===== config.mk =====
export PLATFORM = sky130hd
export DESIGN_NAME = accumulator_cpu_step
export DESIGN_NICKNAME = d
export VERILOG_FILES = /design/src/rtl/core/acs_pkg.sv /design/src/rtl/core/acs_mem.sv /design/src/rtl/core/acs_ctrl.sv /design/src/rtl/core/accumulator_cpu_step.sv
export SDC_FILE = /design/constraint.sdc
export NUM_CORES = 1
export LEC_CHECK = 0
export BUFFER_PORTS_ARGS = -buffer_cell sky130_fd_sc_hd__buf_2
export CAP_MARGIN = 20
export CORE_MARGIN = 4
export CORE_UTILIZATION = 60
export DETAILED_ROUTE_END_ITERATION = 12
export PLACE_DENSITY_LB_ADDON = 0.1
export SLEW_MARGIN = 20
export SYNTH_ARGS = -nofsm -noshare
export SYNTH_HDL_FRONTEND = slang
export SYNTH_SLANG_ARGS = --single-unit

===== constraint.sdc =====
create_clock -name clk -period 4.45 [get_ports clk]
set_clock_uncertainty 0.15 [all_clocks]
set_input_delay 0.89 -clock clk [delete_from_list [all_inputs] [get_ports clk]]
set_output_delay 0.89 -clock clk [all_outputs]
set_load 0.03 [all_outputs]

===== src/rtl/core/acs_pkg.sv =====
// Shared types and constants for the accumulator cpu step block.
// Holds widths, command and opcode codes, the sequencer state and the memory request struct.
// No dependencies.
`timescale 1ns / 1ps
`default_nettype none

package acs_pkg;

    localparam int MEM_WORDS_DEF = 32;
    localparam int ADDR_W        = 5;
    localparam int WORD_W        = 8;
    localparam int OP_W          = 3;
    localparam int CMD_W         = 2;

    // request command codes
    localparam logic [CMD_W-1:0] CMD_LOAD  = 2'd0;
    localparam logic [CMD_W-1:0] CMD_START = 2'd1;
    localparam logic [CMD_W-1:0] CMD_EXEC  = 2'd2;

    // instruction opcodes (upper three bits of a word)
    typedef enum logic [OP_W-1:0] {
        OP_STORE = 3'd0,
        OP_LOAD  = 3'd1,
        OP_BRZ   = 3'd2,
        OP_NOP   = 3'd3,
        OP_DEC   = 3'd4,
        OP_INC   = 3'd5,
        OP_JMP   = 3'd6,
        OP_HALT  = 3'd7
    } opcode_t;

    // sequencer states
    typedef enum logic [1:0] {
        ST_IDLE    = 2'd0,
        ST_DECODE  = 2'd1,
        ST_OPERAND = 2'd2,
        ST_RESP    = 2'd3
    } state_t;

    // access request to the program/data memory (write and read port)
    typedef struct packed {
        logic              we;
        logic [ADDR_W-1:0] waddr;
        logic [WORD_W-1:0] wdata;
        logic              re;
        logic [ADDR_W-1:0] raddr;
    } mem_req_t;

endpackage

`default_nettype wire


===== src/rtl/core/acs_mem.sv =====
// Program and data memory: one write port, one read port, registered read data.
// Depends on acs_pkg for widths and the request struct.
`timescale 1ns / 1ps
`default_nettype none

module acs_mem #(
    parameter int MEM_WORDS = acs_pkg::MEM_WORDS_DEF
) (
    input  wire                            clk,
    input  acs_pkg::mem_req_t              req,
    output logic [acs_pkg::WORD_W-1:0]     rdata
);
    import acs_pkg::*;

    logic [WORD_W-1:0] mem_array [MEM_WORDS];
    logic [WORD_W-1:0] rdata_reg;

    // write port
    always_ff @(posedge clk)
    begin
        if (req.we)
        begin
            mem_array[req.waddr] <= req.wdata;
        end
    end

    // read port, registered, holds when not enabled
    always_ff @(posedge clk)
    begin
        if (req.re)
        begin
            rdata_reg <= mem_array[req.raddr];
        end
    end

    assign rdata = rdata_reg;

endmodule

`default_nettype wire


===== src/rtl/core/acs_ctrl.sv =====
// Sequencer and architectural registers: accepts requests, fetches and decodes
// instructions through the memory port, and fills the result register.
// Depends on acs_pkg.
`timescale 1ns / 1ps
`default_nettype none

module acs_ctrl (
    input  wire                            clk,
    input  wire                            rst_n,
    input  wire                            cmd_valid,
    output logic                           cmd_stall,
    input  wire  [acs_pkg::CMD_W-1:0]      command,
    input  wire  [acs_pkg::ADDR_W-1:0]     address,
    input  wire  [acs_pkg::WORD_W-1:0]     word_data,
    output logic                           res_valid,
    input  wire                            res_stall,
    output logic [acs_pkg::WORD_W-1:0]     accumulator,
    output logic [acs_pkg::ADDR_W-1:0]     program_counter,
    output logic                           halted,
    output acs_pkg::mem_req_t              mem_req,
    input  wire  [acs_pkg::WORD_W-1:0]     mem_rdata
);
    import acs_pkg::*;

    state_t            state_reg, state_next;
    logic [WORD_W-1:0] acc_reg, acc_next;
    logic [ADDR_W-1:0] pc_reg, pc_next;
    logic              halt_reg, halt_next;

    logic              res_valid_reg, res_valid_next;
    logic [WORD_W-1:0] res_acc_reg, res_acc_next;
    logic [ADDR_W-1:0] res_pc_reg, res_pc_next;
    logic              res_halt_reg, res_halt_next;

    logic              out_free;
    logic              commit;
    opcode_t           opcode;
    logic [ADDR_W-1:0] operand;
    logic [ADDR_W-1:0] pc_inc;

    assign out_free = !res_valid_reg || !res_stall;
    assign opcode   = opcode_t'(mem_rdata[WORD_W-1 -: OP_W]);
    assign operand  = mem_rdata[ADDR_W-1:0];
    assign pc_inc   = pc_reg + ADDR_W'(1);

    assign cmd_stall = (state_reg != ST_IDLE);

    // next state, register updates and memory requests
    always_comb
    begin
        state_next = state_reg;
        acc_next   = acc_reg;
        pc_next    = pc_reg;
        halt_next  = halt_reg;
        commit     = 1'b0;
        mem_req    = '0;

        unique case (state_reg)
            ST_IDLE:
            begin
                if (cmd_valid)
                begin
                    unique case (command)
                        CMD_LOAD:
                        begin
                            mem_req.we    = 1'b1;
                            mem_req.waddr = address;
                            mem_req.wdata = word_data;
                            state_next    = ST_RESP;
                        end
                        CMD_START:
                        begin
                            acc_next   = '0;
                            pc_next    = '0;
                            halt_next  = 1'b0;
                            state_next = ST_RESP;
                        end
                        CMD_EXEC:
                        begin
                            if (halt_reg)
                            begin
                                state_next = ST_RESP;
                            end
                            else
                            begin
                                mem_req.re    = 1'b1;
                                mem_req.raddr = pc_reg;
                                state_next    = ST_DECODE;
                            end
                        end
                        default:
                        begin
                            state_next = ST_RESP;
                        end
                    endcase
                end
            end
            ST_DECODE:
            begin
                if (opcode == OP_LOAD)
                begin
                    // second read for the data word
                    mem_req.re    = 1'b1;
                    mem_req.raddr = operand;
                    state_next    = ST_OPERAND;
                end
                else if (out_free)
                begin
                    commit     = 1'b1;
                    state_next = ST_IDLE;
                    unique case (opcode)
                        OP_STORE:
                        begin
                            mem_req.we    = 1'b1;
                            mem_req.waddr = operand;
                            mem_req.wdata = acc_reg;
                            pc_next       = pc_inc;
                        end
                        OP_BRZ:  pc_next = (acc_reg == '0) ? operand : pc_inc;
                        OP_DEC:
                        begin
                            acc_next = acc_reg - WORD_W'(1);
                            pc_next  = pc_inc;
                        end
                        OP_INC:
                        begin
                            acc_next = acc_reg + WORD_W'(1);
                            pc_next  = pc_inc;
                        end
                        OP_JMP:  pc_next = operand;
                        OP_HALT:
                        begin
                            pc_next   = pc_inc;
                            halt_next = 1'b1;
                        end
                        default: pc_next = pc_inc;
                    endcase
                end
            end
            ST_OPERAND:
            begin
                if (out_free)
                begin
                    commit     = 1'b1;
                    acc_next   = mem_rdata;
                    pc_next    = pc_inc;
                    state_next = ST_IDLE;
                end
            end
            ST_RESP:
            begin
                if (out_free)
                begin
                    commit     = 1'b1;
                    state_next = ST_IDLE;
                end
            end
            default:
            begin
                state_next = ST_IDLE;
            end
        endcase
    end

    // result register: loads on commit, clears once taken
    always_comb
    begin
        res_valid_next = res_valid_reg && res_stall;
        res_acc_next   = res_acc_reg;
        res_pc_next    = res_pc_reg;
        res_halt_next  = res_halt_reg;
        if (commit)
        begin
            res_valid_next = 1'b1;
            res_acc_next   = acc_next;
            res_pc_next    = pc_next;
            res_halt_next  = halt_next;
        end
    end

    // control and architectural state
    always_ff @(posedge clk or negedge rst_n)
    begin
        if (!rst_n)
        begin
            state_reg     <= ST_IDLE;
            acc_reg       <= '0;
            pc_reg        <= '0;
            halt_reg      <= 1'b0;
            res_valid_reg <= 1'b0;
        end
        else
        begin
            state_reg     <= state_next;
            acc_reg       <= acc_next;
            pc_reg        <= pc_next;
            halt_reg      <= halt_next;
            res_valid_reg <= res_valid_next;
        end
    end

    // result payload
    always_ff @(posedge clk)
    begin
        res_acc_reg  <= res_acc_next;
        res_pc_reg   <= res_pc_next;
        res_halt_reg <= res_halt_next;
    end

    assign res_valid       = res_valid_reg;
    assign accumulator     = res_acc_reg;
    assign program_counter = res_pc_reg;
    assign halted          = res_halt_reg;

endmodule

`default_nettype wire


===== src/rtl/core/accumulator_cpu_step.sv =====
// Accumulator cpu step: a small 8-bit accumulator machine with a 32-word memory
// that takes one request at a time (load a word, start, or execute one
// instruction) and returns the accumulator, program counter and halt flag after
// it. A load, start or halted execute passes through the response state; an
// executed instruction is fetched and decoded, and a load instruction then reads
// its data word through the single memory read port, whose read data is
// registered. A new request is taken in the cycle after a result is produced,
// even while that result still waits in the output register. Memory has no reset.
// Depends on acs_pkg, acs_ctrl and acs_mem.
`timescale 1ns / 1ps
`default_nettype none

module accumulator_cpu_step #(
    parameter int MEM_WORDS = acs_pkg::MEM_WORDS_DEF
) (
    input  wire                            clk,
    input  wire                            rst_n,
    input  wire                            cmd_valid,
    output logic                           cmd_stall,
    input  wire  [acs_pkg::CMD_W-1:0]      command,
    input  wire  [acs_pkg::ADDR_W-1:0]     address,
    input  wire  [acs_pkg::WORD_W-1:0]     word_data,
    output logic                           res_valid,
    input  wire                            res_stall,
    output logic [acs_pkg::WORD_W-1:0]     accumulator,
    output logic [acs_pkg::ADDR_W-1:0]     program_counter,
    output logic                           halted
);
    import acs_pkg::*;

    mem_req_t          mem_req;
    logic [WORD_W-1:0] mem_rdata;

    // sequencer and registers
    acs_ctrl u_ctrl (
        .clk             (clk),
        .rst_n           (rst_n),
        .cmd_valid       (cmd_valid),
        .cmd_stall       (cmd_stall),
        .command         (command),
        .address         (address),
        .word_data       (word_data),
        .res_valid       (res_valid),
        .res_stall       (res_stall),
        .accumulator     (accumulator),
        .program_counter (program_counter),
        .halted          (halted),
        .mem_req         (mem_req),
        .mem_rdata       (mem_rdata)
    );

    // program and data memory
    acs_mem #(
        .MEM_WORDS (MEM_WORDS)
    ) u_mem (
        .clk   (clk),
        .req   (mem_req),
        .rdata (mem_rdata)
    );

`ifndef SYNTHESIS
    // memory is never read and written in the same cycle
    a_no_rw_overlap: assert property (@(posedge clk) disable iff (!rst_n)
        !(mem_req.we && mem_req.re))
        else $error("memory read and write in the same cycle");

    // one request at a time: busy right after acceptance
    a_busy_after_accept: assert property (@(posedge clk) disable iff (!rst_n)
        (cmd_valid && !cmd_stall) |=> cmd_stall)
        else $error("request accepted while another is in flight");

    // a new result only comes from a request in flight
    a_result_from_request: assert property (@(posedge clk) disable iff (!rst_n)
        $rose(res_valid) |-> $past(cmd_stall))
        else $error("result produced without a request");
`endif

endmodule

`default_nettype wire

== Word-level counts from Yosys, hierarchy flattened ==
Memories as Yosys holds them, arrays and structs flattened. A register that Yosys moved wholly into a read port is not among the register bits.
Cells that the tools add are included.
W data, S select, Z words.
Operators by class
  reductions and logical operators: 10
  eq/ne operators: 12
  mux-type cells: 42
  $add $sub $neg: 3
Operators with widths (number)
  $mux W14: 4
  $mux W8: 5
  $pmux W20 S2: 1
  $mux W5: 6
  $pmux W8 S3: 1
  $mux W20: 1
  $mux W6: 3
  $pmux W8 S2: 1
  $pmux W5 S3: 1
  $eq A3 B3 Y1 const B: 4
  $mux W1: 10
  $mux W2: 5
  $pmux W5 S2: 1
  $add A8 B1 Y8 const B: 1
  $logic_not A8 Y1: 1
  $sub A8 B1 Y8 const B: 1
  $eq A2 B2 Y1 const B: 3
  $pmux W2 S3: 1
  $add A5 B1 Y5 const B: 1
  $eq A2 B1 Y1 const B: 2
  $logic_not A2 Y1: 2
  $pmux W1 S2: 2
  $eq A3 B1 Y1 const B: 1
  $eq A3 B2 Y1 const B: 1
  7 further kinds: 8
Word-level totals
  word-level logic and storage cells: 76
  bits in writable memories: 256
  input bits: 19
  memories: 1
  register bits after elaboration: 31
Memories
  u_mem.mem_array: words 32, width 8, read ports 1, clocked after memory_dff 1, write ports 1, RTL line acs_mem.sv:15  | logic [WORD_W-1:0] mem_array [MEM_WORDS];

== Depth between registers and ports, before layout ==
Gate-level depths: netlist of the first run.
  word-level depth: 7
  depth in mapped cells: 11
  gate-level depth less buffers: 11

== Cells and area by module ==
A second synthesis of the first run with hierarchy kept.
Unflattened totals
  cells, all modules: 608
  area, all modules: 12085.3 sq um
By module, submodules not included
  acs_mem: sequential area each 7927.6 sq um, cells each 417, area an instance 10133.5 sq um, times used 1
  acs_ctrl: sequential area each 845.8 sq um, cells each 191, area an instance 1951.9 sq um, times used 1

== Worst setup path after synthesis of the first run ==
Ideal clock, no wire load.
  kind: input to register
  start point: in res_stall
  end point: mem u_mem.mem_array[22][0] (enable)
  required time: 3930 ps
  data arrival time: 2418 ps
  path buffers: 2
  slack: 1512 ps
  stages on the path: 8
  path through: and2_1 -> nor2_1 -> and3b_1 -> clkbuf_1 -> buf_2 -> a22oi_1 -> nand3_1 -> nor2_1
Between the ends
  word-level cells in the longest chain between the ends: 7
RTL lines
  from (decl): RTL line accumulator_cpu_step.sv:24  | input wire res_stall,
  $logic_not A1 Y1 *: RTL line acs_ctrl.sv:41  | assign out_free = !res_valid_reg || !res_stall;
  $logic_or A1 B1 Y1 *: RTL line acs_ctrl.sv:41
  $mux W14 *: RTL line acs_ctrl.sv:107  | else if (out_free)
  $mux W14 *: RTL line acs_ctrl.sv:100  | if (opcode == OP_LOAD)
  $pmux W20 S2 *: RTL line acs_ctrl.sv:58  | unique case (state_reg)
  $mux W1: RTL line acs_mem.sv:21  | if (req.we)
  $mux W1 (not written as such): RTL line acs_mem.sv:23  | mem_array[req.waddr] <= req.wdata;
  to (decl): RTL line acs_mem.sv:15
Every way passes the cells marked *; elsewhere a longest branch is shown, timed or not.

== Final worst setup path of the first run ==
  start point: reg u_ctrl.state_reg[0]
  end point: mem u_mem.mem_array[5][2] (enable)
Between the ends
  word-level cells in the longest chain between the ends: 4
  elaborated cells on any way between the ends: 5
  classes of those cells: eq/ne: 1; mux: 3; reduce/logical: 1
RTL lines
  from (decl): RTL line acs_ctrl.sv:25  | state_t state_reg, state_next;
  from (signal assigned): RTL line acs_ctrl.sv:194  | state_reg <= state_next;
  $eq A2 B1 Y1 / $logic_not A2 Y1 (equally long branches): RTL line acs_ctrl.sv:58
  $pmux W20 S2 *: RTL line acs_ctrl.sv:58
  $mux W1: RTL line acs_mem.sv:21
  $mux W1 (not written as such): RTL line acs_mem.sv:23
Marked as above.

==> impl_metrics.toml, run 1 <==
[worst_setup_path]
cpMostUsedCell = "nor2_1"
required_ps = 4470
end_kind = "flip-flop"
crit_chain = "nand2b_1, nor2_1, and3b_1, a22o_1, nand3_1, nor2_1"
max_stage_delay_ps = 710
crit_buf_inv = 0
critPathTopFamily = "simple AND/OR/NAND/NOR gates"
path_class = "reg2reg"
cp.arrival_ps = 3820
critPathLaunchType = "flip-flop"
crit_slowest_cell = "nor2_1"
crit_fanout = 18

[sta]
hold_viol_final = 0
post-route-period-util = 0.853
fin_tns_setup_ps = 0
setup_ws_ps = 656
rsz0062_at_grt = "false"
min_period_ps = 3790
fmax_ghz = 0.264
worst_hold_slack_ps = 117
slew_violations = 0
worst_pin_slew_ps = 1140
setup_viol = 0
slew_headroom = 0.240

[floorplanning]
die-width_um = 151
die-height_um = 151
dieArea_um2 = 22900
fp.coreArea_um2 = 20200
rows = 52
start_util = 0.610
io_pins = 35

[clock_network]
cts_tree = "done"
cts_hold_buf = 0
postCtsResizedCells = 0
cts_setup_buffers = 0
cts_max_path_buffers = 3
numCtsBuffers = 29
insertion_delay_ps = 550
cts_max_level = 1
root_buffer = "clkbuf_16"
cts_sinks = 295
clk_pin_slew_ps = 60

[finish]
largest_register_ffs = 256
final_core_util = 0.683
layout-drive-gt1-share = 0.115
fin_nets = 1003
finish.instance_area_um2 = 13800
diodes = 0
max_flop_register = "u_mem.mem_array"
syn_to_final_growth_pct = 11.9
stdcell_count = 1269

[routing]
drtAntennaViolNets = 0
wl_um = 30500
drc = 0
via_count = 8124
via_per_inst = 6.40
route.met2.wl_um = 14200
routedWlPerCell_um = 24.1
first_pass_iters = 5
met3_wirelength_um = 2990
dr.max_layer_used = "met4"
drt_iter0_drc = 973
m1WireLength_um = 12000

[power]
power_density_nw_per_um2 = 514
p_leak_nw = 4.64
vdd_drop_max_mv = 0.349
total_power_mw = 7.09

[min_path]
hold_path_class = "in2async"

[placement]
numPortBuffers = 34
hpwl_um = 19000
dp_slack_ps = 418
gp_congestion = 0.888
placed_area_um2 = 12900
placed_cells = 1215

[yosys]
netlist_area_um2 = 12300
async_reset_ff_frac = 0.0576
synth_top_area_cell = "edfxtp_1"
seq_area_frac_synth = 0.711
synth_seq_cells = 295
synth_area_leaders = "edfxtp_1 68%, nand2_1 7.1%, dfrtp_1 3.4%"
ys_types = 54
synth_nets = 961
synth_top_area_share = 0.676
synth_common_cells = "278 x edfxtp_1, 232 x nand2_1, 75 x nand3_1"
synth_most_common_cell = "edfxtp_1"
synth_cells = 934
synth_flop_cell = "edfxtp_1"
yosys_warnings = 0
synth-edff-count = 278
avgSynthCellArea_um2 = 13.2

[grt]
grt_pass1_vias = 7827
grt_max_degree = 75
antenna_found_initial = 0
grt_use_total = 0.270
grt_pass1_wl_um = 46100
grt.overflow.total = 0

[run]
cap_violations = 0

[outcome]
outcome = "complete, no violations"
## cell families after synthesis
group / count (synthesis) / synth area share
mux: 33 / 0.0268
xor+xnor: 9 / 0.00639
simple gates: 390 / 0.137
buf+inv: 57 / 0.0238
compound gates: 142 / 0.0861
flops: 295 / 0.711
fa+ha+maj: 8 / 0.00872
## worst paths after layout
kind | slack [ps] | cells after the start | end | start
worst min register to register | 420 | 2 | u_ctrl.res_valid | u_ctrl.res_valid
worst max register to register | 660 | 6 | u_mem.mem_array[5][2] | u_ctrl.state_reg[0]
worst max-delay path | 660 | 6 | u_mem.mem_array[5][2] | u_ctrl.state_reg[0]
worst min-delay path | 120 | 1 | u_ctrl.acc_reg[4] | rst_n
max in group asynchronous | 3750 | 1 | u_ctrl.acc_reg[3] | rst_n
min in group clk | 420 | 2 | u_ctrl.res_valid | u_ctrl.res_valid
## layout make-up
type	instances	area [µm²]
Timing Repair Buffer	59	395
Clock buffer	38	790
Tap cell	270	338
Inverter	9	33.8
Clock inverter	16	155
Multi-Input combinational cell	582	3330
Fill cell	1397	6420
Sequential cell	295	8770
## worst register-to-register path, cell delays in order, from the launching register on
cell and delay (ps):
dfrtp_1 630, nand2b_1 270, nor2_1 380, and3b_1 630
a22o_1 390, nand3_1 270, nor2_1 710
## metal layers
layer / GRT usage / vias to the layer above
met2: 0.425 / 466
met1: 0.376 / 3977
met4: 0.110 / 0
met5: 0 / -
met3: 0.0512 / 78
li1: - / 3603
## report_power, final
part / switching [mW] / internal, mW / total (mW)
sequential: 0.183 / 3.26 / 3.44
clock: 0.984 / 1.42 / 2.40
combinational: 0.845 / 0.403 / 1.25
total: 2.01 / 5.08 / 7.09
## placed cells by master, fill, tap and decap left out, types with 4 or more instances in the layout
| master | n |
|---|---|
| o221ai_1 | 4 |
| ha_1 | 7 |
| xor2_1 | 5 |
| nand3_1 | 75 |
| a31oi_1 | 34 |
| clkinv_1 | 7 |
| nor4_2 | 5 |
| a21oi_1 | 11 |
| clkbuf_1 | 6 |
| inv_1 | 9 |
| buf_2 | 34 |
| a32oi_1 | 35 |
| nor2b_1 | 4 |
| o21ai_0 | 19 |
| nor2_1 | 50 |
| nor4_1 | 5 |
| clkbuf_16 | 29 |
| a22o_1 | 14 |
| mux2i_1 | 33 |
| edfxtp_1 | 278 |
| buf_4 | 22 |
| xnor2_1 | 4 |
| dfrtp_1 | 17 |
| nand2_1 | 232 |
Power figures use the tool's default switching activity.
==> inputs of run 2 (changes only) <==
--- a/config.mk
+++ b/config.mk
@@ -7,8 +7,10 @@
 export LEC_CHECK = 0
 export BUFFER_PORTS_ARGS = -buffer_cell sky130_fd_sc_hd__buf_2
 export CAP_MARGIN = 20
+export CELL_PAD_IN_SITES_DETAIL_PLACEMENT = 0
+export CELL_PAD_IN_SITES_GLOBAL_PLACEMENT = 1
 export CORE_MARGIN = 4
-export CORE_UTILIZATION = 60
+export CORE_UTILIZATION = 56
 export DETAILED_ROUTE_END_ITERATION = 12
 export PLACE_DENSITY_LB_ADDON = 0.1
 export SLEW_MARGIN = 20
==> run 2 against run 1 <==
  * Core utilization down 4.3 points
  * Sequential power hardly changed
  * Fmax decreased by 0.48%
  * Clock power grew 8%
  * Final area up 0.73%
  * Via count fell by 0.66%
  * Setup slack got worse by 18 ps
  * Non-clock buffer count down 2
  * Die area up 6.8%
  * Critical path depth stayed put
  * Sequential cell count unchanged
  * First-iteration DRC count down 23%
  * Largest power group unchanged
==> impl_metrics.toml, run 2 (synthesis results as in run 1) <==
[clock_network]
cts_max_path_buffers = 3
insertion_delay_ps = 560
numCtsBuffers = 30
cts_tree = "done"
root_buffer = "clkbuf_16"
postCtsResizedCells = 0
clk_pin_slew_ps = 60
cts_sinks = 295
cts_hold_buf = 0
cts_max_level = 1
cts_setup_buffers = 0

[sta]
slew_violations = 0
fmax_ghz = 0.262
worst_pin_slew_ps = 1010
fin_tns_setup_ps = 0
post-route-period-util = 0.857
setup_viol = 0
min_period_ps = 3810
hold_viol_final = 0
rsz0062_at_grt = "false"
slew_headroom = 0.324

[worst_setup_path]
required_ps = 4490
path_class = "reg2reg"
end_kind = "flip-flop"
crit_fanout = 18
cp.arrival_ps = 3850
r2r_slack_ps = 640
critPathLaunchType = "flip-flop"

[floorplanning]
io_pins = 35
die-height_um = 156
fp.coreArea_um2 = 21800
rows = 54
dieArea_um2 = 24500
start_util = 0.567
die-width_um = 156

[finish]
fillers = 1612
multi_input_area_um2 = 3330
ff_latch_area_um2 = 8770
stdcell_count = 1279
mostFrequentLayoutCells = "278 x edfxtp_1, 232 x nand2_1, 75 x nand3_1"
diodes = 0
syn_to_final_growth_pct = 12.7
largest_register_ffs = 256
finish.instance_area_um2 = 13900
layout-drive-gt1-share = 0.120
fin_nets = 1002
layout_commonest_cell = "edfxtp_1"
max_flop_register = "u_mem.mem_array"

[placement]
gp_congestion = 0.897
placed_cells = 1223
numPortBuffers = 34
placed_area_um2 = 12900
hpwl_um = 19600

[power]
vdd_drop_max_mv = 0.348
power_density_nw_per_um2 = 523
p_leak_nw = 4.67

[outcome]
outcome = "complete, no violations"

[min_path]
hold_path_class = "in2async"

[grt]
grt_use_total = 0.258
grt_max_degree = 97
grt_pass1_wl_um = 47900
grt_pass1_vias = 7794
grt.overflow.total = 0
antenna_found_initial = 0

[routing]
first_pass_iters = 6
via_per_inst = 6.31
drt_iter0_drc = 752
drc = 0
via_count = 8070
routedWlPerCell_um = 24.4
wl_um = 31200
drtAntennaViolNets = 0

[run]
cap_violations = 0
## run 2: cell count changes in the layout (fill, tap and decap cells not counted), sizes merged
cell      before  now
bufinv         3    5
buf           59   57
clkinv        10   15
clkinvlp       2    4
clkbuf        38   31
## run 2: worst paths after layout
path | start | to | depth (start not counted)
max | u_ctrl.state_reg[0] | u_mem.mem_array[4][1] | 6
min | rst_n | u_ctrl.pc_reg[0] | 1
max reg2reg | u_ctrl.state_reg[0] | u_mem.mem_array[4][1] | 6
min reg2reg | u_ctrl.halt_reg | u_ctrl.halt_reg | 2
max in group asynchronous | rst_n | u_ctrl.acc_reg[5] | 1
min in group clk | u_ctrl.halt_reg | u_ctrl.halt_reg | 2
## run 2: worst max-delay path, cell delays in order (launching register included)
cell	delay, ps
dfrtp_1	630
nand2b_1	270
nor2_1	330
and3b_1	660
a22o_1	350
nand3_1	260
nor2_1	790
## run 2: metrics by stage
| stage | util | hold slack [ps] | setup slack [ps] | power, mW |
|---|---|---|---|---|
| after floorplan | - | 324 | 1510 | 4.33 |
| after global placement | 0.592 | 351 | 639 | 4.70 |
| after detailed placement | 0.592 | 372 | 597 | 4.73 |
| after CTS | 0.639 | 105 | 732 | 7.29 |
| after global routing | 0.639 | 126 | 486 | 7.58 |
| final | 0.639 | 102 | 638 | 7.27 |
## run 2: routing by layer
| metal | GRT usage | share of wire | routed length (µm) |
|---|---|---|---|
| met1 | 0.386 | 0.42 | 13200 |
| met2 | 0.402 | 0.46 | 14500 |
| met5 | 0 | 0 | 0 |
| met3 | 0.0384 | 0.083 | 2590 |
| met4 | 0.0715 | 0.031 | 979 |
## run 2: power breakdown
| part | switching, mW | internal, mW |
|---|---|---|
| combinational | 0.847 | 0.402 |
| clock | 1.05 | 1.53 |
| sequential | 0.188 | 3.26 |
| total | 2.08 | 5.19 |
## run 2: cell type report
cell class / count / share of cell area
clock buffers: 31 / 0.0542
clock inverters: 25 / 0.0201
inverters: 9 / 0.00243
multi-input cells: 582 / 0.239
flip-flops and latches: 295 / 0.631
well taps: 280 / 0.0252
repair buffers: 57 / 0.0282
==> inputs of run 3 (changes only) <==
--- a/config.mk
+++ b/config.mk
@@ -12,7 +12,7 @@
 export CORE_MARGIN = 4
 export CORE_UTILIZATION = 56
 export DETAILED_ROUTE_END_ITERATION = 12
-export PLACE_DENSITY_LB_ADDON = 0.1
+export PLACE_DENSITY = 0.86
 export SLEW_MARGIN = 20
 export SYNTH_ARGS = -nofsm -noshare
 export SYNTH_HDL_FRONTEND = slang
==> run 3 against run 2 <==
  * Core utilization is 0.95 points higher
  * Sequential power barely moved
  * Total power grew 0.49%
  * Combinational power about the same
==> impl_metrics.toml, run 3 (synthesis results as in run 1) <==
[finish]
finish.instance_area_um2 = 14100
stdcell_count = 1303
diodes = 0
max_flop_register = "u_mem.mem_array"
fillers = 1559
fin_nets = 1026
syn_to_final_growth_pct = 14.4
layout_commonest_cell = "edfxtp_1"
largest_register_ffs = 256
mostFrequentLayoutCells = "278 x edfxtp_1, 232 x nand2_1, 75 x nand3_1"
final_core_util = 0.649
layout-drive-gt1-share = 0.144

[worst_setup_path]
crit_fanout = 18
cp.arrival_ps = 3840
rr_startpoint = "u_ctrl.state_reg[1]"
cpMostUsedCell = "nor2_1"
worstSetupStartpoint = "u_ctrl.state_reg[1]"
path_class = "reg2reg"
required_ps = 4500
critPathLaunchType = "flip-flop"
crit_slowest_cell = "nor2_1"
end_kind = "flip-flop"
max_stage_delay_ps = 750
r2r_slack_ps = 660
crit_chain = "nand2b_1, nor2_1, and3b_1, a41oi_1, nor2_1"

[clock_network]
root_buffer = "clkbuf_16"
insertion_delay_ps = 580
cts_setup_buffers = 0
cts_hold_buf = 0
clk_pin_slew_ps = 70
cts_tree = "done"
numCtsBuffers = 30
cts_sinks = 295
cts_max_path_buffers = 3
postCtsResizedCells = 0
cts_max_level = 1

[routing]
drc = 0
drt_iter0_drc = 988
drtAntennaViolNets = 0
routedWlPerCell_um = 23.2
via_count = 8128
via_per_inst = 6.24
wl_um = 30200
first_pass_iters = 5

[floorplanning]
die-width_um = 156
rows = 54
dieArea_um2 = 24500
io_pins = 35
fp.coreArea_um2 = 21800
die-height_um = 156
start_util = 0.567

[power]
power_density_nw_per_um2 = 518
vdd_drop_max_mv = 0.304
p_leak_nw = 4.81
p_sw_frac = 0.286
power.switching_mw = 2.09
seqPwrFrac = 0.468
p_int_mw = 5.22
pwr-share-comb = 0.172
clockPowerShare = 0.360
total_power_mw = 7.31

[grt]
grt_use_total = 0.248
grt_pass1_vias = 7801
grt_max_degree = 36
grt_pass1_wl_um = 46100
antenna_found_initial = 0
grt.overflow.total = 0

[sta]
post-route-period-util = 0.852
min_period_ps = 3790
hold_viol_final = 0
fmax_ghz = 0.264
setup_ws_ps = 659
rsz0062_at_grt = "false"
worst_pin_slew_ps = 1130
slew_violations = 0
slew_headroom = 0.234
setup_viol = 0
fin_tns_setup_ps = 0
worst_hold_slack_ps = 112

[placement]
placed_cells = 1247
numPortBuffers = 34
hpwl_um = 19100
dp_slack_ps = 552
placed_area_um2 = 13100
gp_congestion = 0.901

[outcome]
outcome = "complete, no violations"

[min_path]
hold_path_class = "in2async"

[run]
cap_violations = 0
-- run 3: worst paths after layout --
path,to,cells after the start
worst max register to register,u_mem.mem_array[18][5],5
worst min register to register,u_ctrl.halt_reg,2
max in group asynchronous,u_ctrl.acc_reg[4],1
min in group clk,u_ctrl.state_reg[0],3
worst min-delay path,u_ctrl.pc_reg[0],1
worst max-delay path,u_mem.mem_array[18][5],5
-- run 3: routing by layer --
layer  wire (µm)  vias up  global-route usage
li1            -     3652                   -
met1       11900     3981               0.347
met2       14400      418               0.397
met3        2750       77              0.0429
met4        1140        0              0.0901
met5           0        -                   0
-- run 3: critical path: cells and delay by family, from the launching register on --
kind | cells | cell delay (ps)
flip-flops | 1 | 510
AND/OR/NAND/NOR | 4 | 2090
AO/OA/AOI/OAI | 1 | 660
-- run 3: power by group through the flow --
stage	combinational [mW]	clock, mW	sequential (mW)
2_1_floorplan	0.782	0	3.54
3_3_place_gp	1.23	0	3.47
3_5_place_dp	1.25	0	3.47
4_1_cts	1.26	2.65	3.42
5_1_grt	1.37	2.78	3.44
6_report	1.26	2.63	3.42
-- run 3: layout make-up --
cell class	instances	area (µm²)	area share
timing repair buffer	81	586	0.0415
clock inverter	23	287	0.0203
sequential	295	8770	0.621
multi-input combinational	582	3330	0.236
clock buffer	33	762	0.0540
inverter	9	33.8	0.00239
tap	280	350	0.0248
